`src/rtl/gpib_byte_handshake_engine_top_defines.svh`:
```
// Assertion macros for the GPIB byte handshake engine.
// Used by the top level only; relies on signals named clk and rst in scope.
`ifndef GPIB_BYTE_HANDSHAKE_ENGINE_TOP_DEFINES_SVH
`define GPIB_BYTE_HANDSHAKE_ENGINE_TOP_DEFINES_SVH

// Same-cycle implication, checked at every rising edge outside reset.
`define GBHE_ASSERT_NOW(label, pre, post) \
  label: assert property (@(posedge clk) disable iff (rst) (pre) |-> (post)) \
    else $error("gbhe: same-cycle check failed");

// Next-cycle implication, checked at every rising edge outside reset.
`define GBHE_ASSERT_NEXT(label, pre, post) \
  label: assert property (@(posedge clk) disable iff (rst) (pre) |=> (post)) \
    else $error("gbhe: next-cycle check failed");

`endif

```
`src/rtl/gbhe_pkg.sv`:
```
// Shared types, codes and reset values for the GPIB byte handshake engine.
// No dependencies; used by gbhe_step and the top level.
package gbhe_pkg;

  typedef enum logic [3:0] {
    PH_IDLE        = 4'd0,
    PH_TALK_HOLD   = 4'd1,
    PH_LISTEN_HOLD = 4'd2,
    PH_S_NDAC_LOW  = 4'd3,
    PH_S_NRFD_HIGH = 4'd4,
    PH_S_NDAC_HIGH = 4'd5,
    PH_R_DAV_LOW   = 4'd6,
    PH_R_DAV_HIGH  = 4'd7
  } phase_t;

  localparam logic [1:0] OP_SAMPLE = 2'd0;
  localparam logic [1:0] OP_SEND   = 2'd1;
  localparam logic [1:0] OP_RECV   = 2'd2;

  localparam logic [1:0] ST_NONE    = 2'd0;
  localparam logic [1:0] ST_DONE    = 2'd1;
  localparam logic [1:0] ST_TIMEOUT = 2'd2;

  localparam logic [1:0] CLS_MORE    = 2'd0;
  localparam logic [1:0] CLS_FINAL   = 2'd1;
  localparam logic [1:0] CLS_DROPPED = 2'd2;

  localparam logic [1:0] REG_TIMEOUT_SECONDS = 2'd0;
  localparam logic [1:0] REG_USE_END_LINE    = 2'd1;
  localparam logic [1:0] REG_END_BYTE        = 2'd2;

  localparam logic [7:0] TIMEOUT_RESET  = 8'd5;
  localparam logic       END_LINE_RESET = 1'b1;
  localparam logic [7:0] END_BYTE_RESET = 8'd10;
  localparam logic [7:0] TICK_MAX       = 8'hff;
  localparam logic [7:0] BYTE_INVERT    = 8'hff;

  typedef struct packed {
    logic [1:0] operation;
    logic [7:0] send_byte;
    logic       is_command;
    logic       is_last;
    logic       ndac_high;
    logic       nrfd_high;
    logic       dav_high;
    logic       eoi_high;
    logic [7:0] bus_data;
    logic       second_tick;
  } in_item_t;

  typedef struct packed {
    logic       busy_res;
    logic [7:0] data_drive;
    logic       talk_enable;
    logic       atn_low;
    logic       eoi_low;
    logic       dav_low;
    logic       nrfd_low;
    logic       ndac_low;
    logic [1:0] result_status;
    logic [7:0] received_byte;
    logic [1:0] receive_class;
  } out_item_t;

  typedef struct packed {
    logic [7:0] timeout_seconds;
    logic       use_end_line;
    logic [7:0] end_byte;
  } cfg_t;

  typedef struct packed {
    phase_t     phase;
    logic [7:0] tick_count;
    logic [7:0] held_byte;
    logic       held_command;
    logic       held_last;
  } eng_state_t;

  function automatic logic is_wait(input phase_t p);
    logic w;
    case (p)
      PH_S_NDAC_LOW, PH_S_NRFD_HIGH, PH_S_NDAC_HIGH,
      PH_R_DAV_LOW, PH_R_DAV_HIGH: w = 1'b1;
      default:                     w = 1'b0;
    endcase
    return w;
  endfunction

endpackage

```
`src/rtl/gbhe_step.sv`:
```
// Handshake state and the per-item next-state and line-drive logic.
// Depends on gbhe_pkg; the caller registers items in and results out.
module gbhe_step (
  input  logic                clk,
  input  logic                rst,
  input  logic                step,
  input  gbhe_pkg::in_item_t  item,
  input  gbhe_pkg::cfg_t      cfg,
  output gbhe_pkg::out_item_t res,
  output gbhe_pkg::eng_state_t st
);

  gbhe_pkg::eng_state_t nxt;
  gbhe_pkg::eng_state_t st_next;
  logic [7:0] cnt;
  logic       seen;
  logic       timed_out;
  logic       eq;
  logic       final_byte;
  logic [1:0] status;
  logic [7:0] rx;
  logic [1:0] cls;

  always_ff @(posedge clk) begin
    if (rst) begin
      st.phase        <= gbhe_pkg::PH_IDLE;
      st.tick_count   <= '0;
      st.held_byte    <= '0;
      st.held_command <= 1'b0;
      st.held_last    <= 1'b0;
    end else if (step) begin
      st <= st_next;
    end
  end

  // The tick of this cycle is counted before the level check; the count saturates.
  assign cnt = (item.second_tick && (st.tick_count != gbhe_pkg::TICK_MAX))
             ? st.tick_count + 8'd1 : st.tick_count;
  assign timed_out = (cnt >= cfg.timeout_seconds);
  assign eq = (st.held_byte == cfg.end_byte);

  always_comb begin
    nxt        = st;
    status     = gbhe_pkg::ST_NONE;
    rx         = '0;
    cls        = gbhe_pkg::CLS_MORE;
    seen       = 1'b0;
    final_byte = 1'b0;
    if (!gbhe_pkg::is_wait(st.phase)) begin
      if (item.operation == gbhe_pkg::OP_SEND) begin
        nxt.held_byte    = item.send_byte;
        nxt.held_command = item.is_command;
        nxt.held_last    = item.is_last;
        nxt.tick_count   = '0;
        nxt.phase        = gbhe_pkg::PH_S_NDAC_LOW;
      end else if (item.operation == gbhe_pkg::OP_RECV) begin
        nxt.held_last  = 1'b0;
        nxt.tick_count = '0;
        nxt.phase      = gbhe_pkg::PH_R_DAV_LOW;
      end
    end else begin
      case (st.phase)
        gbhe_pkg::PH_S_NDAC_LOW: begin
          seen = !item.ndac_high;
          if (seen) nxt.phase = gbhe_pkg::PH_S_NRFD_HIGH;
        end
        gbhe_pkg::PH_S_NRFD_HIGH: begin
          seen = item.nrfd_high;
          if (seen) nxt.phase = gbhe_pkg::PH_S_NDAC_HIGH;
        end
        gbhe_pkg::PH_S_NDAC_HIGH: begin
          seen = item.ndac_high;
          if (seen) begin
            status    = gbhe_pkg::ST_DONE;
            nxt.phase = st.held_last ? gbhe_pkg::PH_IDLE : gbhe_pkg::PH_TALK_HOLD;
          end
        end
        gbhe_pkg::PH_R_DAV_LOW: begin
          seen = !item.dav_high;
          if (seen) begin
            nxt.held_byte = item.bus_data ^ gbhe_pkg::BYTE_INVERT;
            nxt.held_last = !item.eoi_high;
            nxt.phase     = gbhe_pkg::PH_R_DAV_HIGH;
          end
        end
        default: begin
          seen = item.dav_high;
          if (seen) begin
            if (cfg.use_end_line) begin
              final_byte = st.held_last;
              cls = !final_byte ? gbhe_pkg::CLS_MORE
                  : (eq ? gbhe_pkg::CLS_DROPPED : gbhe_pkg::CLS_FINAL);
            end else begin
              final_byte = eq;
              cls = eq ? gbhe_pkg::CLS_DROPPED : gbhe_pkg::CLS_MORE;
            end
            status    = gbhe_pkg::ST_DONE;
            rx        = st.held_byte;
            nxt.phase = final_byte ? gbhe_pkg::PH_IDLE : gbhe_pkg::PH_LISTEN_HOLD;
          end
        end
      endcase
      if (seen) begin
        nxt.tick_count = '0;
      end else if (timed_out) begin
        // A timeout releases every line by falling back to idle.
        nxt.tick_count = '0;
        status         = gbhe_pkg::ST_TIMEOUT;
        nxt.phase      = gbhe_pkg::PH_IDLE;
      end else begin
        nxt.tick_count = cnt;
      end
    end
    st_next = nxt;
  end

  // Line drives follow the phase after this item.
  always_comb begin
    res               = '0;
    res.busy_res      = gbhe_pkg::is_wait(nxt.phase);
    case (nxt.phase)
      gbhe_pkg::PH_TALK_HOLD, gbhe_pkg::PH_S_NDAC_LOW,
      gbhe_pkg::PH_S_NRFD_HIGH, gbhe_pkg::PH_S_NDAC_HIGH: begin
        res.data_drive  = nxt.held_byte ^ gbhe_pkg::BYTE_INVERT;
        res.talk_enable = 1'b1;
        res.atn_low     = nxt.held_command;
        if (nxt.phase == gbhe_pkg::PH_S_NDAC_HIGH) begin
          res.eoi_low = nxt.held_last && !nxt.held_command;
          res.dav_low = 1'b1;
        end
      end
      gbhe_pkg::PH_R_DAV_LOW: res.ndac_low = 1'b1;
      gbhe_pkg::PH_R_DAV_HIGH: res.nrfd_low = 1'b1;
      gbhe_pkg::PH_LISTEN_HOLD: begin
        res.nrfd_low = 1'b1;
        res.ndac_low = 1'b1;
      end
      default: ;
    endcase
    res.result_status = status;
    res.received_byte = rx;
    res.receive_class = cls;
  end

endmodule

```
`src/rtl/gpib_byte_handshake_engine_top.sv`:
```
// GPIB byte handshake engine: one bus sample item in, one result item out.
// Each item waits in the input register and its result in the result register.
// Throughput: one item per cycle unless the result register stalls; the state
// update through gbhe_step is a single short pass between the input and result registers.
// Reset (synchronous, rst high): idle with lines released, tick count and held
// byte zero, registers timeout 5, use_end_line 1, end_byte 10.
`include "gpib_byte_handshake_engine_top_defines.svh"

module gpib_byte_handshake_engine_top (
  input  logic        clk,
  input  logic        rst,
  input  logic        s_axis_tvalid,
  output logic        s_axis_tready,
  // [7:0] send_byte, [8] ndac_high, [9] nrfd_high, [10] dav_high,
  // [11] eoi_high, [19:12] bus_data, [20] second_tick, [23:21] zero
  input  logic [23:0] s_axis_tdata,
  // [1:0] operation, [2] is_command
  input  logic [2:0]  s_axis_tuser,
  input  logic        s_axis_tlast,
  output logic        m_axis_tvalid,
  input  logic        m_axis_tready,
  // [0] busy_res, [8:1] data_drive, [9] talk_enable, [10] atn_low,
  // [11] eoi_low, [12] dav_low, [13] nrfd_low, [14] ndac_low,
  // [22:15] received_byte, [23] zero
  output logic [23:0] m_axis_tdata,
  // [1:0] result_status, [3:2] receive_class
  output logic [3:0]  m_axis_tuser,
  input  logic        cfg_valid,
  output logic        cfg_ready,
  input  logic [1:0]  cfg_index,
  input  logic [7:0]  cfg_data
);

  gbhe_pkg::cfg_t       cfg;
  gbhe_pkg::in_item_t   in_item;
  gbhe_pkg::in_item_t   in_reg;
  gbhe_pkg::out_item_t  res;
  gbhe_pkg::out_item_t  out_reg;
  gbhe_pkg::eng_state_t st;
  logic                 in_valid;
  logic                 advance;
  logic                 out_timeout;
  logic                 out_classed;
  logic                 lines_released;

  assign cfg_ready = 1'b1;

  always_ff @(posedge clk) begin
    if (rst) begin
      cfg.timeout_seconds <= gbhe_pkg::TIMEOUT_RESET;
      cfg.use_end_line    <= gbhe_pkg::END_LINE_RESET;
      cfg.end_byte        <= gbhe_pkg::END_BYTE_RESET;
    end else if (cfg_valid) begin
      case (cfg_index)
        gbhe_pkg::REG_TIMEOUT_SECONDS: cfg.timeout_seconds <= cfg_data;
        gbhe_pkg::REG_USE_END_LINE:    cfg.use_end_line    <= cfg_data[0];
        gbhe_pkg::REG_END_BYTE:        cfg.end_byte        <= cfg_data;
        default: ;
      endcase
    end
  end

  always_comb begin
    in_item.operation   = s_axis_tuser[1:0];
    in_item.is_command  = s_axis_tuser[2];
    in_item.is_last     = s_axis_tlast;
    in_item.send_byte   = s_axis_tdata[7:0];
    in_item.ndac_high   = s_axis_tdata[8];
    in_item.nrfd_high   = s_axis_tdata[9];
    in_item.dav_high    = s_axis_tdata[10];
    in_item.eoi_high    = s_axis_tdata[11];
    in_item.bus_data    = s_axis_tdata[19:12];
    in_item.second_tick = s_axis_tdata[20];
  end

  // The input register moves on whenever the result register is free or drains.
  assign advance       = in_valid && (!m_axis_tvalid || m_axis_tready);
  assign s_axis_tready = !in_valid || advance;

  always_ff @(posedge clk) begin
    if (rst) begin
      in_valid <= 1'b0;
    end else if (s_axis_tready) begin
      in_valid <= s_axis_tvalid;
    end
  end

  always_ff @(posedge clk) begin
    if (s_axis_tready && s_axis_tvalid) begin
      in_reg <= in_item;
    end
  end

  gbhe_step u_step (
    .clk  (clk),
    .rst  (rst),
    .step (advance),
    .item (in_reg),
    .cfg  (cfg),
    .res  (res),
    .st   (st)
  );

  always_ff @(posedge clk) begin
    if (rst) begin
      m_axis_tvalid <= 1'b0;
    end else if (advance) begin
      m_axis_tvalid <= 1'b1;
    end else if (m_axis_tready) begin
      m_axis_tvalid <= 1'b0;
    end
  end

  always_ff @(posedge clk) begin
    if (advance) begin
      out_reg <= res;
    end
  end

  assign m_axis_tdata = {1'b0, out_reg.received_byte, out_reg.ndac_low, out_reg.nrfd_low,
                         out_reg.dav_low, out_reg.eoi_low, out_reg.atn_low,
                         out_reg.talk_enable, out_reg.data_drive, out_reg.busy_res};
  assign m_axis_tuser = {out_reg.receive_class, out_reg.result_status};

  assign out_timeout    = m_axis_tvalid && (out_reg.result_status == gbhe_pkg::ST_TIMEOUT);
  assign out_classed    = m_axis_tvalid && (out_reg.receive_class != gbhe_pkg::CLS_MORE);
  assign lines_released = (m_axis_tdata[14:0] == 15'd0);

  // The tick counter only runs inside a handshake wait.
  `GBHE_ASSERT_NOW(a_tick_idle_zero, !gbhe_pkg::is_wait(st.phase), st.tick_count == 8'd0)
  // A timeout result always comes with every line released.
  `GBHE_ASSERT_NOW(a_timeout_released, out_timeout, lines_released)
  // A receive class other than "more follow" only accompanies a finished byte.
  `GBHE_ASSERT_NOW(a_class_needs_done, out_classed, out_reg.result_status == gbhe_pkg::ST_DONE)
  // Every item that leaves the input register shows up as a result next cycle.
  `GBHE_ASSERT_NEXT(a_advance_result, advance, m_axis_tvalid)

endmodule
```
`config.mk`:
```
export PLATFORM = sky130hd
export DESIGN_NAME = gpib_byte_handshake_engine_top
export DESIGN_NICKNAME = d
export VERILOG_FILES = /design/src/rtl/gbhe_pkg.sv /design/src/rtl/gbhe_step.sv /design/src/rtl/gpib_byte_handshake_engine_top.sv
export VERILOG_INCLUDE_DIRS = /design/src /design/src/rtl
export SDC_FILE = /design/constraint.sdc
export NUM_CORES = 1
export LEC_CHECK = 0
export BUFFER_PORTS_ARGS = -buffer_cell sky130_fd_sc_hd__buf_2
export CORE_UTILIZATION = 40
export CTS_CLUSTER_DIAMETER = 120
export DETAILED_ROUTE_END_ITERATION = 10
export PLACE_DENSITY_LB_ADDON = 0.12
export SKIP_CTS_REPAIR_TIMING = 1
export SYNTH_ARGS = -nofsm -noshare
export SYNTH_HDL_FRONTEND = slang
export SYNTH_SLANG_ARGS = --single-unit
```
`constraint.sdc`:
```
create_clock -name clk -period 5.8 [get_ports clk]
set_input_delay 1.16 -clock clk [delete_from_list [all_inputs] [get_ports clk]]
set_output_delay 1.16 -clock clk [all_outputs]
set_load 0.02 [all_outputs]
```
==> impl_results.html, run 1 <==
<table>
<tr><th>Metric</th><th>Value</th></tr>
<tr><th colspan="2">STA</th></tr>
<tr><td>Worst max-slew margin expressed relative to the limit</td><td>20.2%</td></tr>
<tr><td>Post-route clock skew</td><td>0.0115 ns</td></tr>
<tr><td>Share of the clock period used by the worst path</td><td>69.8%</td></tr>
<tr><td>Setup violation total in the final timing report</td><td>0</td></tr>
<tr><td>Maximum frequency from static timing analysis</td><td>247 MHz</td></tr>
<tr><td>Post-route setup TNS</td><td>0 ns</td></tr>
<tr><td>Final hold slack</td><td>0.520 ns</td></tr>
<tr><td>Number of pins exceeding their max-slew limit in the final report</td><td>0</td></tr>
<tr><td>Transition time of the tightest slew-check pin</td><td>1.19 ns</td></tr>
<tr><td>Hold violation total from the final report</td><td>0</td></tr>
<tr><td>Setup repair after global routing missed its margin</td><td>no</td></tr>
<tr><td>Period minus WS final</td><td>4.05 ns</td></tr>
<tr><th colspan="2">Clock network</th></tr>
<tr><td>H-tree Lvls</td><td>3</td></tr>
<tr><td>Max Buffers Root-to-Sink</td><td>2</td></tr>
<tr><td>TritonCTS clock tree</td><td>done</td></tr>
<tr><td>Clk pin slew, worst setup/hold paths</td><td>0.10 ns</td></tr>
<tr><td>Clk_lat worst skew</td><td>0.35 ns</td></tr>
<tr><td>TritonCTS sink count</td><td>93</td></tr>
<tr><td>TritonCTS Buffers</td><td>9</td></tr>
<tr><td>Root cell of the clock tree</td><td>sky130_fd_sc_hd__clkbuf_8</td></tr>
<tr><th colspan="2">Worst hold path</th></tr>
<tr><td>HP Class</td><td>flop to flop</td></tr>
<tr><td>Cells on Worst Hold Path</td><td>2</td></tr>
<tr><td>End point of the most critical hold path</td><td>m_axis_tvalid$_SDFFE_PP0P_</td></tr>
<tr><td>Hold path start</td><td>in_valid$_SDFFE_PP0N_</td></tr>
<tr><th colspan="2">Finish</th></tr>
<tr><td>Largest register FFs</td><td>25</td></tr>
<tr><td>Fraction of final layout cells with drive strength greater than 1</td><td>21.4%</td></tr>
<tr><td>Area of the multi-input gates</td><td>0.00181 mm2</td></tr>
<tr><td>Layout net count</td><td>520</td></tr>
<tr><td># fillers</td><td>1007</td></tr>
<tr><td>Commonest cells after routing, fill and taps aside</td><td>sky130_fd_sc_hd__nor2_1, sky130_fd_sc_hd__buf_2, sky130_fd_sc_hd__edfxtp_1, sky130_fd_sc_hd__dfxtp_1, sky130_fd_sc_hd__nand2_1</td></tr>
<tr><td>Storage element area</td><td>0.00238 mm2</td></tr>
<tr><td>Non-Filler Cell Area, Final</td><td>0.00500 mm2</td></tr>
<tr><td>Post-synthesis to final-layout area growth</td><td>15.1%</td></tr>
<tr><td>Count of antenna diodes in the layout</td><td>0</td></tr>
<tr><th colspan="2">Critical path</th></tr>
<tr><td>Crit path launch type</td><td>flop</td></tr>
<tr><td>Crit Path Max Fanout</td><td>9</td></tr>
<tr><td>Required time of the critical path</td><td>6.01 ns</td></tr>
<tr><td>Setup Crit Path Kind</td><td>flop to flop</td></tr>
<tr><td>Crit end category</td><td>flop</td></tr>
<tr><td>RR Endpoint</td><td>u_step.st[17]$_SDFFE_PP0P_</td></tr>
<tr><td>Crit Reg-Reg Startpoint</td><td>u_step.st[10]$_SDFFE_PP0P_</td></tr>
<tr><td>Worst endpoint data arrival time</td><td>4.26 ns</td></tr>
<tr><td>Worst-case register-to-register setup slack</td><td>1.75 ns</td></tr>
<tr><td>Depth of the worst register-to-register path</td><td>12</td></tr>
<tr><th colspan="2">Synth</th></tr>
<tr><td>Netlist cell types</td><td>60</td></tr>
<tr><td>Sequential area share after synthesis</td><td>54.9%</td></tr>
<tr><td>Number of enable-type register cells in the synthesized netlist</td><td>52</td></tr>
<tr><td>Combinational family with the most area after synthesis</td><td>simple AND/OR/NAND/NOR gates</td></tr>
<tr><td>Fraction of the mapped netlist area in compound gates</td><td>14.6%</td></tr>
<tr><td>Cell taking the most area after synthesis</td><td>sky130_fd_sc_hd__edfxtp_1</td></tr>
<tr><td>Most frequently used flop master after synthesis</td><td>sky130_fd_sc_hd__edfxtp_1</td></tr>
<tr><td>Yosys top cell area share</td><td>36.0%</td></tr>
<tr><td>Number of standard cells after synthesis</td><td>404</td></tr>
<tr><td>Post-synthesis mux area share</td><td>3.55%</td></tr>
<tr><td>Flip-flop and latch count after synthesis</td><td>93</td></tr>
<tr><td>Mean area per synthesized cell</td><td>10.7 um2</td></tr>
<tr><td>Post-Synth Simple-Gate Area</td><td>17.2%</td></tr>
<tr><td>Cell area after synthesis</td><td>0.00434 mm2</td></tr>
<tr><td>Adder-cell share of the synthesized area</td><td>3.17%</td></tr>
<tr><td>Syn nets</td><td>458</td></tr>
<tr><td>Fraction of registers with async set or reset after synthesis</td><td>0%</td></tr>
<tr><td>Cell types occupying the most area after synthesis</td><td>sky130_fd_sc_hd__edfxtp_1, sky130_fd_sc_hd__dfxtp_1, sky130_fd_sc_hd__nor2_1</td></tr>
<tr><td>Xor/xnor share of the synthesized area</td><td>2.83%</td></tr>
<tr><td>Warnings, synthesis</td><td>0</td></tr>
<tr><th colspan="2">Floorplan</th></tr>
<tr><td>DIE AREA</td><td>0.0113 mm2</td></tr>
<tr><td>Starting density of the core</td><td>41.7%</td></tr>
<tr><td>Y dimension of the die</td><td>106 um</td></tr>
<tr><td>Core Footprint</td><td>0.0104 mm2</td></tr>
<tr><td>Die boundary width</td><td>106 um</td></tr>
<tr><td>Total I/O pin count</td><td>74</td></tr>
<tr><td>Number of rows created at floorplan</td><td>37</td></tr>
<tr><th colspan="2">Detailed routing</th></tr>
<tr><td>Number of routed nets with antenna violations</td><td>0</td></tr>
<tr><td>Total wirelength of the detailed-routed design</td><td>8940 um</td></tr>
<tr><td>Wire length per cell</td><td>14.7 um</td></tr>
<tr><td>Detailed-router iteration count before antenna repair</td><td>5</td></tr>
<tr><td>Via count</td><td>3103</td></tr>
<tr><td>Violation count after the first detailed-routing iteration</td><td>137</td></tr>
<tr><td>Via density</td><td>5.11</td></tr>
<tr><td>Post-detailed-route DRC marker count</td><td>0</td></tr>
<tr><th colspan="2">Global route</th></tr>
<tr><td>Sum of overflow across all layers after global routing</td><td>0</td></tr>
<tr><td>Vias in the first global route</td><td>2929</td></tr>
<tr><td>Wire length of the first global-routing pass</td><td>14600 um</td></tr>
<tr><td>Number of antenna violations at the first check in global routing</td><td>0</td></tr>
<tr><td>Total global-route track usage</td><td>16.7%</td></tr>
<tr><td>Pin count of the biggest net entering global routing</td><td>52</td></tr>
<tr><th colspan="2">Power</th></tr>
<tr><td>Power Dens Cells</td><td>275 mW/mm2</td></tr>
<tr><td>Leakage component of the power</td><td>1.98 nW</td></tr>
<tr><td>Maximum vdd ir drop</td><td>120 uV</td></tr>
<tr><th colspan="2">Placement</th></tr>
<tr><td>Count of buffers from port buffering</td><td>68</td></tr>
<tr><td>Placer congestion estimate</td><td>0.832</td></tr>
<tr><td>Post-DP Area</td><td>0.00478 mm2</td></tr>
<tr><td>Post-detailed-placement half-perimeter wirelength</td><td>6370 um</td></tr>
<tr><th colspan="2">Job</th></tr>
<tr><td>Number of max-cap violations</td><td>0</td></tr>
<tr><th colspan="2">Status</th></tr>
<tr><td>Result of the run</td><td>finished, final reports clean</td></tr>
</table>
==> through the flow <==
| stage | setup slack [ns] | instances | util [%] | total power, mW |
|---|---|---|---|---|
| 6_report | 1.75 | 607 | 48.0 | 1.37 |
| 5_1_grt | 1.54 | 607 | 48.0 | 1.43 |
| 4_1_cts | 1.80 | 607 | 48.0 | 1.38 |
| 3_5_place_dp | 1.80 | 591 | 45.9 | 0.926 |
| 3_3_place_gp | 1.87 | 591 | 45.9 | 0.923 |
| 2_1_floorplan | 2.41 | 404 | - | 0.875 |
==> routing by layer <==
layer  GRT usage, %  vias to the layer above  part of all wire [%]
met3           2.39                       12                   4.0
met4           5.56                        0                   1.4
met2           24.9                       70                    43
met5              0                        -                     0
li1               -                     1573                     -
met1           24.7                     1448                    51
==> worst max path at each step <==
stage,slack (ns),start,endpoint,depth (start not counted)
after global placement,1.87,u_step.st[10]$_SDFFE_PP0P_,m_axis_tdata[0]$_DFFE_PP_,12
after floorplan,2.41,u_step.st[10]$_SDFFE_PP0P_,m_axis_tdata[0]$_DFFE_PP_,12
after CTS,1.80,u_step.st[10]$_SDFFE_PP0P_,u_step.st[17]$_SDFFE_PP0P_,12
final,1.75,u_step.st[10]$_SDFFE_PP0P_,u_step.st[17]$_SDFFE_PP0P_,12
after detailed placement,1.80,u_step.st[10]$_SDFFE_PP0P_,u_step.st[17]$_SDFFE_PP0P_,12
after global routing,1.54,u_step.st[10]$_SDFFE_PP0P_,u_step.st[17]$_SDFFE_PP0P_,12
==> kinds of logic (layout without fill, tap and decap cells) <==
| family | after synthesis | after routing |
|---|---|---|
| other | 2 | 2 |
| buffers and inverters | 37 | 104 |
| AOI/OAI and AO/OA | 81 | 81 |
| DFF | 93 | 93 |
| and+or+nand+nor | 152 | 152 |
| muxes | 14 | 14 |
| xor gates and xnor gates | 14 | 14 |
| adders and majority gates | 11 | 11 |
==> report_power, final <==
group | switching [mW] | internal [mW] | total [mW]
combinational | 0.0950 | 0.0610 | 0.156
clock | 0.244 | 0.218 | 0.462
sequential | 0.0213 | 0.733 | 0.754
total | 0.360 | 1.01 | 1.37
==> worst max-delay path: stages, from the launching register on <==
cell	delay [ns]
sky130_fd_sc_hd__dfxtp_1	0.37
sky130_fd_sc_hd__ha_1	0.26
sky130_fd_sc_hd__and2_1	0.21
sky130_fd_sc_hd__a41oi_4	0.37
sky130_fd_sc_hd__nand4_1	0.23
sky130_fd_sc_hd__or2_1	0.32
sky130_fd_sc_hd__xnor2_1	0.14
sky130_fd_sc_hd__ha_1	0.29
sky130_fd_sc_hd__nand3_1	0.10
sky130_fd_sc_hd__o31ai_1	0.96
sky130_fd_sc_hd__nor2_1	0.28
sky130_fd_sc_hd__a211oi_1	0.31
sky130_fd_sc_hd__a211oi_1	0.07
==> cells in the mapped netlist, types with 4 or more instances <==
cell	instances
sky130_fd_sc_hd__nor2_1	68
sky130_fd_sc_hd__edfxtp_1	52
sky130_fd_sc_hd__dfxtp_1	41
sky130_fd_sc_hd__nand2_1	21
sky130_fd_sc_hd__a21oi_1	18
sky130_fd_sc_hd__inv_1	18
sky130_fd_sc_hd__and2_1	14
sky130_fd_sc_hd__xnor2_1	14
sky130_fd_sc_hd__a211oi_1	13
sky130_fd_sc_hd__clkbuf_1	12
sky130_fd_sc_hd__mux2i_1	12
sky130_fd_sc_hd__ha_1	11
sky130_fd_sc_hd__nor2b_1	9
sky130_fd_sc_hd__a221oi_1	8
sky130_fd_sc_hd__nand3_1	6
sky130_fd_sc_hd__nor3_1	6
sky130_fd_sc_hd__a211o_1	5
sky130_fd_sc_hd__nand2b_1	5
sky130_fd_sc_hd__o21ai_0	5
sky130_fd_sc_hd__buf_4	4
sky130_fd_sc_hd__nand4_1	4
sky130_fd_sc_hd__o21a_1	4
==> layout make-up <==
class,instances,share of cell area [%]
inverter,18,1.35
sequential,93,47.7
multi-input combinational,274,36.2
clock inverter,6,1.50
tap,136,3.41
clock buffer,10,2.75
timing repair buffer,70,7.11
Power figures use the tool's default switching activity.
==> inputs of run 2 (changes only) <==
--- a/config.mk
+++ b/config.mk
@@ -6,6 +6,7 @@
 export SDC_FILE = /design/constraint.sdc
 export NUM_CORES = 1
 export LEC_CHECK = 0
+export ABC_AREA = 1
 export BUFFER_PORTS_ARGS = -buffer_cell sky130_fd_sc_hd__buf_2
 export CORE_UTILIZATION = 40
 export CTS_CLUSTER_DIAMETER = 120
==> constraint.sdc (replaced) <==
create_clock -name clk -period 3.4 [get_ports clk]
set_input_delay 0.68 -clock clk [delete_from_list [all_inputs] [get_ports clk]]
set_output_delay 0.68 -clock clk [all_outputs]
set_load 0.02 [all_outputs]
==> run 2 against run 1 <==
Critical path depth increased by 10. Hold slack lost 0.046 ns. Power grew 78%. Clock power up 58%.
==> impl_results.html, run 2 <==
<table>
<tr><th>Metric</th><th>Value</th></tr>
<tr><th colspan="2">Synth</th></tr>
<tr><td>Cell types occupying the most area after synthesis</td><td>sky130_fd_sc_hd__edfxtp_1, sky130_fd_sc_hd__dfxtp_1, sky130_fd_sc_hd__nand2_1 (was sky130_fd_sc_hd__edfxtp_1, sky130_fd_sc_hd__dfxtp_1, sky130_fd_sc_hd__nor2_1)</td></tr>
<tr><td>Number of standard cells after synthesis</td><td>480 (was 404)</td></tr>
<tr><td>Cell area after synthesis</td><td>0.00441 mm2 (was 0.00434 mm2)</td></tr>
<tr><td>Post-Synth Simple-Gate Area</td><td>17.8% (was 17.2%)</td></tr>
<tr><td>Cell taking the most area after synthesis</td><td>sky130_fd_sc_hd__edfxtp_1 (unchanged)</td></tr>
<tr><td>Netlist cell types</td><td>37 (was 60)</td></tr>
<tr><td>Adder-cell share of the synthesized area</td><td>3.12% (was 3.17%)</td></tr>
<tr><td>Fraction of registers with async set or reset after synthesis</td><td>0% (unchanged)</td></tr>
<tr><td>Mean area per synthesized cell</td><td>9.19 um2 (was 10.7 um2)</td></tr>
<tr><td>Number of enable-type register cells in the synthesized netlist</td><td>52 (unchanged)</td></tr>
<tr><td>Xor/xnor share of the synthesized area</td><td>1.99% (was 2.83%)</td></tr>
<tr><td>Warnings, synthesis</td><td>0 (unchanged)</td></tr>
<tr><td>Syn nets</td><td>534 (was 458)</td></tr>
<tr><td>Post-synthesis mux area share</td><td>0% (was 3.55%)</td></tr>
<tr><td>Yosys top cell area share</td><td>35.4% (was 36.0%)</td></tr>
<tr><td>Synth cell count leaders</td><td>sky130_fd_sc_hd__nand2_1, sky130_fd_sc_hd__inv_1, sky130_fd_sc_hd__edfxtp_1 (was sky130_fd_sc_hd__nor2_1, sky130_fd_sc_hd__edfxtp_1, sky130_fd_sc_hd__dfxtp_1)</td></tr>
<tr><td>Count leader, synth</td><td>sky130_fd_sc_hd__nand2_1 (was sky130_fd_sc_hd__nor2_1)</td></tr>
<tr><td>Fraction of the mapped netlist area in compound gates</td><td>15.9% (was 14.6%)</td></tr>
<tr><td>Most frequently used flop master after synthesis</td><td>sky130_fd_sc_hd__edfxtp_1 (unchanged)</td></tr>
<tr><td>Combinational family with the most area after synthesis</td><td>simple AND/OR/NAND/NOR gates (unchanged)</td></tr>
<tr><td>Sequential area share after synthesis</td><td>54.0% (was 54.9%)</td></tr>
<tr><td>Flip-flop and latch count after synthesis</td><td>93 (unchanged)</td></tr>
<tr><th colspan="2">STA</th></tr>
<tr><td>Final hold slack</td><td>0.473 ns (was 0.520 ns)</td></tr>
<tr><td>Number of pins exceeding their max-slew limit in the final report</td><td>0 (unchanged)</td></tr>
<tr><td>Period minus WS final</td><td>3.12 ns (was 4.05 ns)</td></tr>
<tr><td>Post-route worst setup slack</td><td>0.283 ns (was 1.75 ns)</td></tr>
<tr><td>Hold violation total from the final report</td><td>0 (unchanged)</td></tr>
<tr><td>Maximum frequency from static timing analysis</td><td>321 MHz (was 247 MHz)</td></tr>
<tr><td>Share of the clock period used by the worst path</td><td>91.7% (was 69.8%)</td></tr>
<tr><td>Worst max-slew margin expressed relative to the limit</td><td>34.0% (was 20.2%)</td></tr>
<tr><td>Setup repair after global routing missed its margin</td><td>no (unchanged)</td></tr>
<tr><td>Transition time of the tightest slew-check pin</td><td>0.990 ns (was 1.19 ns)</td></tr>
<tr><td>Post-route clock skew</td><td>0.0117 ns (was 0.0115 ns)</td></tr>
<tr><td>Post-route setup TNS</td><td>0 ns (unchanged)</td></tr>
<tr><td>Setup violation total in the final timing report</td><td>0 (unchanged)</td></tr>
<tr><th colspan="2">Detailed routing</th></tr>
<tr><td>Violation count after the first detailed-routing iteration</td><td>118 (was 137)</td></tr>
<tr><td>Post-detailed-route DRC marker count</td><td>0 (unchanged)</td></tr>
<tr><td>Via count</td><td>3360 (was 3103)</td></tr>
<tr><td>Detailed-router iteration count before antenna repair</td><td>4 (was 5)</td></tr>
<tr><td>Wire length per cell</td><td>13.8 um (was 14.7 um)</td></tr>
<tr><td>Number of routed nets with antenna violations</td><td>0 (unchanged)</td></tr>
<tr><td>Via density</td><td>4.88 (was 5.11)</td></tr>
<tr><td>Total wirelength of the detailed-routed design</td><td>9510 um (was 8940 um)</td></tr>
<tr><th colspan="2">Global route</th></tr>
<tr><td>Pin count of the biggest net entering global routing</td><td>28 (was 52)</td></tr>
<tr><td>Total global-route track usage</td><td>18.0% (was 16.7%)</td></tr>
<tr><td>Wire length of the first global-routing pass</td><td>15500 um (was 14600 um)</td></tr>
<tr><td>Sum of overflow across all layers after global routing</td><td>0 (unchanged)</td></tr>
<tr><td>Number of antenna violations at the first check in global routing</td><td>0 (unchanged)</td></tr>
<tr><td>Vias in the first global route</td><td>3265 (was 2929)</td></tr>
<tr><th colspan="2">Finish</th></tr>
<tr><td>Count of antenna diodes in the layout</td><td>0 (unchanged)</td></tr>
<tr><td>Commonest cells after routing, fill and taps aside</td><td>sky130_fd_sc_hd__nand2_1, sky130_fd_sc_hd__buf_2, sky130_fd_sc_hd__inv_1, sky130_fd_sc_hd__edfxtp_1, sky130_fd_sc_hd__a21oi_1 (was sky130_fd_sc_hd__nor2_1, sky130_fd_sc_hd__buf_2, sky130_fd_sc_hd__edfxtp_1, sky130_fd_sc_hd__dfxtp_1, sky130_fd_sc_hd__nand2_1)</td></tr>
<tr><td>Leading cell type in the layout, fill and taps excluded</td><td>sky130_fd_sc_hd__nand2_1</td></tr>
<tr><td>Largest register FFs</td><td>25 (unchanged)</td></tr>
<tr><td>Non-Filler Cell Area, Final</td><td>0.00506 mm2 (was 0.00500 mm2)</td></tr>
<tr><td>Fraction of final layout cells with drive strength greater than 1</td><td>21.7% (was 21.4%)</td></tr>
<tr><td>Number of standard cells in the layout, taps in and fillers out</td><td>688 (was 607)</td></tr>
<tr><td>Post-synthesis to final-layout area growth</td><td>14.7% (was 15.1%)</td></tr>
<tr><td>Layout net count</td><td>601 (was 520)</td></tr>
<tr><th colspan="2">Clock network</th></tr>
<tr><td>Root cell of the clock tree</td><td>sky130_fd_sc_hd__clkbuf_8 (unchanged)</td></tr>
<tr><td>TritonCTS Buffers</td><td>9 (unchanged)</td></tr>
<tr><td>H-tree Lvls</td><td>3 (unchanged)</td></tr>
<tr><td>TritonCTS clock tree</td><td>done (unchanged)</td></tr>
<tr><td>Clk pin slew, worst setup/hold paths</td><td>0.09 ns (was 0.10 ns)</td></tr>
<tr><td>Clk_lat worst skew</td><td>0.37 ns (was 0.35 ns)</td></tr>
<tr><td>Max Buffers Root-to-Sink</td><td>2 (unchanged)</td></tr>
<tr><td>TritonCTS sink count</td><td>93 (unchanged)</td></tr>
<tr><th colspan="2">Critical path</th></tr>
<tr><td>Cell Chain, Critical Path</td><td>ha_1, nand3_1, nor2_1, nand2_1, nand2_1, inv_1, nand2_1, xor2_1, inv_1, ha_1, nand2_1, inv_1, nand2_1, nand2_1, nand2_1, nand2_1, nand2_1, nand2_2, nand2_2, nor2_2, nand2_4, a21oi_2 (was ha_1, and2_1, a41oi_4, nand4_1, or2_1, xnor2_1, ha_1, nand3_1, o31ai_1, nor2_1, a211oi_1, a211oi_1)</td></tr>
<tr><td>Library cell contributing the largest single delay on the critical path</td><td>sky130_fd_sc_hd__dfxtp_1 (was sky130_fd_sc_hd__o31ai_1)</td></tr>
<tr><td>Crit Path Max Fanout</td><td>10 (was 9)</td></tr>
<tr><td>Setup Crit Path Kind</td><td>flop to flop (unchanged)</td></tr>
<tr><td>Crit end category</td><td>flop (unchanged)</td></tr>
<tr><td>Required time of the critical path</td><td>3.51 ns (was 6.01 ns)</td></tr>
<tr><td>CP peak stage delay</td><td>0.38 ns (was 0.96 ns)</td></tr>
<tr><td>Crit path launch type</td><td>flop (unchanged)</td></tr>
<tr><td>Cell with the most instances on the worst path</td><td>sky130_fd_sc_hd__nand2_1</td></tr>
<tr><td>Worst endpoint data arrival time</td><td>3.23 ns (was 4.26 ns)</td></tr>
<tr><th colspan="2">Floorplan</th></tr>
<tr><td>DIE AREA</td><td>0.0115 mm2 (was 0.0113 mm2)</td></tr>
<tr><td>Y dimension of the die</td><td>107 um (was 106 um)</td></tr>
<tr><td>Die boundary width</td><td>107 um (was 106 um)</td></tr>
<tr><td>Number of rows created at floorplan</td><td>37 (unchanged)</td></tr>
<tr><td>Starting density of the core</td><td>42.0% (was 41.7%)</td></tr>
<tr><td>Total I/O pin count</td><td>74 (unchanged)</td></tr>
<tr><td>Core Footprint</td><td>0.0105 mm2 (was 0.0104 mm2)</td></tr>
<tr><th colspan="2">Power</th></tr>
<tr><td>Sequential cell fraction of total power</td><td>53.5% (was 54.9%)</td></tr>
<tr><td>Power Dens Cells</td><td>484 mW/mm2 (was 275 mW/mm2)</td></tr>
<tr><td>Maximum vdd ir drop</td><td>354 uV (was 120 uV)</td></tr>
<tr><td>Internal power contribution</td><td>1.77 mW (was 1.01 mW)</td></tr>
<tr><td>Leakage component of the power</td><td>2.13 nW (was 1.98 nW)</td></tr>
<tr><td>Relative contribution of the clock network to total power</td><td>29.9% (was 33.7%)</td></tr>
<tr><td>Switching Power</td><td>681 uW (was 360 uW)</td></tr>
<tr><td>Switching part of the total</td><td>27.8% (was 26.3%)</td></tr>
<tr><td>Share of power burned in combinational logic</td><td>16.6% (was 11.4%)</td></tr>
<tr><th colspan="2">Status</th></tr>
<tr><td>Result of the run</td><td>finished, final reports clean (unchanged)</td></tr>
<tr><th colspan="2">Placement</th></tr>
<tr><td>Placed Cells incl. Taps</td><td>672 (was 591)</td></tr>
<tr><td>Count of buffers from port buffering</td><td>68 (unchanged)</td></tr>
<tr><td>Post-detailed-placement half-perimeter wirelength</td><td>6950 um (was 6370 um)</td></tr>
<tr><td>Worst-case setup slack after placement</td><td>0.290 ns (was 1.80 ns)</td></tr>
<tr><td>Placer congestion estimate</td><td>0.856 (was 0.832)</td></tr>
<tr><td>Post-DP Area</td><td>0.00486 mm2 (was 0.00478 mm2)</td></tr>
<tr><th colspan="2">Worst hold path</th></tr>
<tr><td>HP Class</td><td>flop to flop (unchanged)</td></tr>
<tr><th colspan="2">Job</th></tr>
<tr><td>Number of max-cap violations</td><td>0 (unchanged)</td></tr>
</table>
## run 2: cell count changes after synthesis, sizes merged, moves of 14 or more
cell | before | now
o21ai | 6 | 31
inv | 18 | 62
nand2 | 21 | 87
and2 | 14 | 0
nor2 | 68 | 50
a21oi | 19 | 62
## run 2: cell families (layout without fill, tap and decap cells)
logic type | count (synthesis) | in the layout
flops | 93 | 93
simple gates | 170 | 170
compound gates | 118 | 118
buf+inv | 76 | 148
other cells | 2 | 2
fa+ha+maj | 11 | 11
xor+xnor | 10 | 10
## run 2: critical path, delay by kind of cell (launching register included)
kind | cells | cell delay [ns]
and+or+nand+nor | 15 | 1.53
adders and majority gates | 2 | 0.48
DFF | 1 | 0.38
buffers and inverters | 3 | 0.24
xor gates and xnor gates | 1 | 0.14
AOI/OAI and AO/OA | 1 | 0.08
## run 2: worst paths after layout
kind	startpoint	endpoint	slack, ns	depth (start not counted)
hold reg to reg	cfg[15]$_SDFFE_PP0P_	cfg[15]$_SDFFE_PP0P_	0.47	2
hold / removal	cfg[15]$_SDFFE_PP0P_	cfg[15]$_SDFFE_PP0P_	0.47	2
setup / recovery	u_step.st[11]$_SDFFE_PP0P_	m_axis_tdata[1]$_SDFFCE_PN0P_	0.28	22
setup reg to reg	u_step.st[11]$_SDFFE_PP0P_	m_axis_tdata[1]$_SDFFCE_PN0P_	0.28	22
## run 2: per-stage QoR
step | util (%) | power, mW
floorplan | - | 1.63
global placement | 46.2 | 1.74
detailed placement | 46.2 | 1.74
CTS | 48.1 | 2.49
global route | 48.1 | 2.58
finish | 48.1 | 2.45
## run 2: area by class of cell
| type | count | area [um2] |
|---|---|---|
| clock buffer | 14 | 185 |
| clock inverter | 2 | 15.0 |
| fill | 985 | 5450 |
| inverter | 62 | 233 |
| multi-input combinational | 311 | 1720 |
| sequential | 93 | 2380 |
| tap | 136 | 170 |
| timing repair buffer | 70 | 355 |
## run 2: routing by layer
| layer | track usage (%) | part of all wire, % |
|---|---|---|
| met1 | 22.0 | 45 |
| met4 | 6.75 | 1.8 |
| met5 | 0 | 0 |
| met3 | 4.98 | 4.3 |
| met2 | 30.3 | 48 |
## run 2: power groups by stage
| stage | clock [mW] | sequential, mW | combinational (mW) |
|---|---|---|---|
| floorplan | 0 | 1.35 | 0.275 |
| global route | 0.803 | 1.32 | 0.461 |
| CTS | 0.766 | 1.31 | 0.411 |
| global placement | 0 | 1.33 | 0.404 |
| finish | 0.732 | 1.31 | 0.407 |
| detailed placement | 0 | 1.33 | 0.410 |
